==> src/rtl/core/stil_pkg.sv <==
// Shared types, codes and defaults for the symbol table insert/lookup block.
package stil_pkg;

  localparam int DEPTH_DEF      = 256;
  localparam int NAME_BITS_DEF  = 64;
  localparam int TYPE_BITS_DEF  = 32;
  localparam int SCOPE_BITS_DEF = 32;

  localparam int KIND_W   = 2;
  localparam int STATUS_W = 3;

  typedef enum logic [KIND_W-1:0] {
    KIND_INSERT = 2'd0,
    KIND_SEARCH = 2'd1,
    KIND_READ   = 2'd2,
    KIND_RSVD   = 2'd3
  } kind_t;

  typedef enum logic [STATUS_W-1:0] {
    ST_OK    = 3'd0,
    ST_FULL  = 3'd1,
    ST_DUP   = 3'd2,
    ST_MISS  = 3'd3,
    ST_RANGE = 3'd4
  } status_t;

  typedef enum logic [2:0] {
    RES_FULL,
    RES_DUP,
    RES_MISS,
    RES_RANGE,
    RES_INS,
    RES_HIT,
    RES_READ
  } res_sel_t;

  typedef enum logic [2:0] {
    S_IDLE,
    S_DECODE,
    S_SCAN,
    S_READ,
    S_DONE
  } state_t;

  typedef struct packed {
    logic     capture;
    logic     scan_start;
    logic     scan_step;
    logic     read_issue;
    logic     ins_write;
    logic     res_load;
    res_sel_t res_sel;
    logic     out_load;
  } cmd_t;

  typedef struct packed {
    kind_t kind;
    logic  full;
    logic  in_range;
    logic  scan_done;
    logic  hit;
    logic  out_free;
  } stat_t;

endpackage

==> src/rtl/core/stil_ctrl.sv <==
// Controller: sequences capture, scan, read, append and result delivery.
module stil_ctrl (
  input  logic            clk,
  input  logic            rst,
  input  logic            in_valid,
  output logic            in_stall,
  input  stil_pkg::stat_t stat,
  output stil_pkg::cmd_t  cmd
);

  stil_pkg::state_t state;
  stil_pkg::state_t state_next;

  always_ff @(posedge clk) begin
    if (rst) begin
      state <= stil_pkg::S_IDLE;
    end else begin
      state <= state_next;
    end
  end

  assign in_stall = (state != stil_pkg::S_IDLE);

  always_comb begin
    state_next  = state;
    cmd         = '0;
    cmd.res_sel = stil_pkg::RES_MISS;
    unique case (state)
      stil_pkg::S_IDLE: begin
        if (in_valid) begin
          cmd.capture = 1'b1;
          state_next  = stil_pkg::S_DECODE;
        end
      end
      stil_pkg::S_DECODE: begin
        unique case (stat.kind)
          stil_pkg::KIND_INSERT: begin
            if (stat.full) begin
              cmd.res_load = 1'b1;
              cmd.res_sel  = stil_pkg::RES_FULL;
              state_next   = stil_pkg::S_DONE;
            end else begin
              cmd.scan_start = 1'b1;
              state_next     = stil_pkg::S_SCAN;
            end
          end
          stil_pkg::KIND_SEARCH: begin
            cmd.scan_start = 1'b1;
            state_next     = stil_pkg::S_SCAN;
          end
          stil_pkg::KIND_READ: begin
            if (stat.in_range) begin
              cmd.read_issue = 1'b1;
              state_next     = stil_pkg::S_READ;
            end else begin
              cmd.res_load = 1'b1;
              cmd.res_sel  = stil_pkg::RES_RANGE;
              state_next   = stil_pkg::S_DONE;
            end
          end
          default: begin
            cmd.res_load = 1'b1;
            cmd.res_sel  = stil_pkg::RES_MISS;
            state_next   = stil_pkg::S_DONE;
          end
        endcase
      end
      stil_pkg::S_SCAN: begin
        cmd.scan_step = 1'b1;
        if (stat.scan_done) begin
          cmd.res_load = 1'b1;
          state_next   = stil_pkg::S_DONE;
          if (stat.kind == stil_pkg::KIND_INSERT) begin
            if (stat.hit) begin
              cmd.res_sel = stil_pkg::RES_DUP;
            end else begin
              cmd.res_sel   = stil_pkg::RES_INS;
              cmd.ins_write = 1'b1;
            end
          end else begin
            cmd.res_sel = stat.hit ? stil_pkg::RES_HIT : stil_pkg::RES_MISS;
          end
        end
      end
      stil_pkg::S_READ: begin
        cmd.res_load = 1'b1;
        cmd.res_sel  = stil_pkg::RES_READ;
        state_next   = stil_pkg::S_DONE;
      end
      stil_pkg::S_DONE: begin
        if (stat.out_free) begin
          cmd.out_load = 1'b1;
          state_next   = stil_pkg::S_IDLE;
        end
      end
      default: state_next = stil_pkg::S_IDLE;
    endcase
  end

  a_scan_exit: assert property (@(posedge clk) disable iff (rst)
    (state == stil_pkg::S_SCAN && stat.scan_done) |=> (state == stil_pkg::S_DONE))
    else $error("scan finished but result not taken");

endmodule

==> config.mk <==
export PLATFORM = sky130hd
export DESIGN_NAME = stil_ctrl
export DESIGN_NICKNAME = d
export VERILOG_FILES = /design/src/rtl/core/stil_pkg.sv /design/src/rtl/core/stil_ctrl.sv
export SDC_FILE = /design/constraint.sdc
export NUM_CORES = 1
export LEC_CHECK = 0
export BUFFER_PORTS_ARGS = -buffer_cell sky130_fd_sc_hd__buf_2
export CORE_AREA = 2 2 39 41
export DETAILED_ROUTE_END_ITERATION = 7
export DIE_AREA = 0 0 41 43
export PLACE_DENSITY = 0.62
export SETUP_SLACK_MARGIN = 0.15
export SLEW_MARGIN = 20
export SYNTH_ARGS = -nofsm -noshare
export SYNTH_HDL_FRONTEND = slang
export SYNTH_SLANG_ARGS = --single-unit
==> constraint.sdc <==
create_clock -name clk -period 1.5 [get_ports clk]
set_input_delay 0.075 -clock clk [delete_from_list [all_inputs] [get_ports clk]]
set_output_delay 0.075 -clock clk [all_outputs]
set_load 0.01 [all_outputs]
==> results.sh <==
export IMPL_ys_warn_count=0
export IMPL_ys_seq_area_frac=0.1297
export IMPL_hold_violations=0
export IMPL_hold_buffers=0
export IMPL_synth_top_family_by_area="simple AND/OR/NAND/NOR gates"
export IMPL_io_pin_count=21
export IMPL_crit_path_cell_trace="or3_4 > nor2_2 > buf_2"
export IMPL_place_area_um2=568.0
export IMPL_hold_path_class="input pin to register"
export IMPL_layout_min_cycle_time_ps=1321
export IMPL_drive_gt1_frac=0.5375
export IMPL_cellPowerDensity_mw_per_mm2=1027
export IMPL_report_power_total_mw=0.7131
export IMPL_worst_setup_path_type="register to primary output"
export IMPL_relSlewSlack=0.7531
export IMPL_path_clk_slew_ps=40
export IMPL_yosys_area_top_type="ha_1"
export IMPL_finalMaxSlewViolations=0
export IMPL_grt_total_usage=0.1320
export IMPL_worstMarginPinSlew_ps=369.6
export IMPL_muxShareOfSynthArea=0.02162
export IMPL_yosys_top_cells_count="ha_1 (7), inv_1 (6), nor2b_1 (4)"
export IMPL_io_buffers=20
export IMPL_syn2layout_area_growth_pct=50.00
export IMPL_fin_cells=96
export IMPL_cp_end_kind="primary output"
export IMPL_async_flop_share=0
export IMPL_clk_latency_ps=230
export IMPL_crit_path_start_kind="register"
export IMPL_status="complete, no violations"
export IMPL_clock_sinks=3
export IMPL_fin_crit_sh=0.8809
export IMPL_synth_compound_area_frac=0.2108
export IMPL_rr_startpoint="state[2]"
export IMPL_diodes=0
export IMPL_max_clock_path_buffers=2
export IMPL_arrival_ps=1250
export IMPL_dr_wl_met3_um=59
export IMPL_wl_per_cell_um=11.58
export IMPL_numCtsBuffers=3
export IMPL_syn_area_um2=462.9
export IMPL_antenna_found_initial=0
export IMPL_ys_ff_latch=3
export IMPL_critPathMaxStageDelay_ps=400
export IMPL_synth_area_per_cell_um2=8.417
export IMPL_final_nets=98
export IMPL_synth_nets=72
export IMPL_m1WireLength_um=510
export IMPL_top_layer="met3"
export IMPL_holdCritStartpoint="rst"
export IMPL_setup_viol=0
export IMPL_synth_fa_ha_area_frac=0.1892
export IMPL_synth_cell_types=31
export IMPL_required_ps=1420
export IMPL_grt_pass1_wl_mm=1.656
export IMPL_setup_ws_ps=178.7
export IMPL_drt_iter0_drc=4
export IMPL_vdd_drop_max_mv=0.4483
export IMPL_nFillCells=129
export IMPL_initial_core_util=0.3345
export IMPL_final_util=0.5018
export IMPL_ys_flop_type="dfxtp_1"
export IMPL_synth_edf_count=0
export IMPL_rsz0062_at_grt="true"
export IMPL_h_tree_depth=1
export IMPL_startpoint="state[0]"
export IMPL_largest_reg_flops=3
export IMPL_overflow=0
export IMPL_vias=474
export IMPL_drt_wl_total_mm=1.112
export IMPL_leakage_nw=0.3379
export IMPL_ys_top_cells_by_area="ha_1 (19%), dfxtp_1 (13%), nor2b_1 (5.4%), nor4b_4 (5.1%), buf_6 (4.9%)"
export IMPL_dieWidth_um=41
export IMPL_wl_met2_um=542
export IMPL_cts_root_buf="clkbuf_4"
export IMPL_skew_ps=1.687
export IMPL_num_rows=14
export IMPL_fmax_mhz=756.8
export IMPL_synth_xor_area_frac=0
export IMPL_cp_max_fo=11
export IMPL_via_per_inst=4.938
export IMPL_reg_top3="state (3)"
export IMPL_globalplace_congestion=0.7756
export IMPL_postSynthCellCount=55
export IMPL_pre_cts_ws_ps=214.4
export IMPL_fp_dieH_um=43
export IMPL_design_die_area_mm2=0.001763
export IMPL_firstDrtPassIters=4
export IMPL_grt_max_degree=12
export IMPL_tritoncts="done"
export IMPL_postLayoutCellArea_um2=694.4
export IMPL_maxCapViolations=0
export IMPL_whs_ps=37.38
export IMPL_drc=0
export IMPL_dp_hpwl_um=822
export IMPL_place_inst=90
export IMPL_slowest_stage="or3_4"
export IMPL_synth_most_common_cell="ha_1"
export IMPL_regMostFlops="state"
export IMPL_tns_ps=0
export IMPL_antenna_left=0
export IMPL_grt_pass1_vias=393
export IMPL_core_mm2=0.001384
export IMPL_synth_simple_gate_area_frac=0.3351
export IMPL_synth_top_area_share=0.1892
final cells by class:
cell class | count | area, um^2 | share of cell area
multi-input combinational | 43 | 419.2 | 0.6036
timing repair buffer | 24 | 137.6 | 0.1982
sequential | 3 | 68.82 | 0.09910
clock buffer | 4 | 26.28 | 0.03784
inverter | 6 | 22.52 | 0.03243
tap | 16 | 20.02 | 0.02883
report_power, final:
part / switching, mW / internal [mW] / leakage, nW
Clock: 0.0448 / 0.0999 / 0.0150
Combinational: 0.185 / 0.219 / 0.296
Sequential: 0.0540 / 0.109 / 0.0264
Total: 0.284 / 0.429 / 0.338
layer usage:
metal | up-vias | track usage
met1 | 213 | 0.1937
met4 | 0 | 0.04000
met2 | 15 | 0.1844
met5 | - | 0
li1 | 246 | -
met3 | 0 | 0.03141
worst max-delay path: cells and delay by family, from the launching register on:
| family | cells | cell delay, ps |
|---|---|---|
| AND/OR/NAND/NOR | 2 | 500 |
| flip-flops | 1 | 390 |
| buffers and inverters | 1 | 130 |
final timing paths:
check	to	slack, ps	cells past startpoint
max	cmd[9]	180	3
min	state[1]	40	2
max reg2reg	state[1]	220	5
min reg2reg	state[0]	650	2
repair_timing:
action | 4_1_cts | 5_1_grt
endpoints found under the hold margin | 0 | 0
pin swaps | 3 | 3
buffers inserted | 0 | 2
setup endpoints to repair | 5 | 6
gates resized for setup | 8 | 14
cell families (layout without fill, tap and decap cells):
group / after synthesis / count (layout)
AO/OA/AOI/OAI: 13 / 13
adder cells (fa/ha/maj): 7 / 7
buffers and inverters: 9 / 34
flip-flops: 3 / 3
multiplexers: 1 / 1
AND/OR/NAND/NOR: 22 / 22
cell usage in the layout (no fill, tap or decap), types with 2 or more instances in the layout:
cell type	n
buf_2	20
ha_1	6
nor2b_1	4
dfxtp_4	2
nand2_1	2
clkbuf_4	3
and3_1	3
o21ai_0	3
buf_6	2
buf_4	2
inv_2	2
nor3_1	2
inv_1	4
Note: power is estimated with default switching activity, not from simulation.
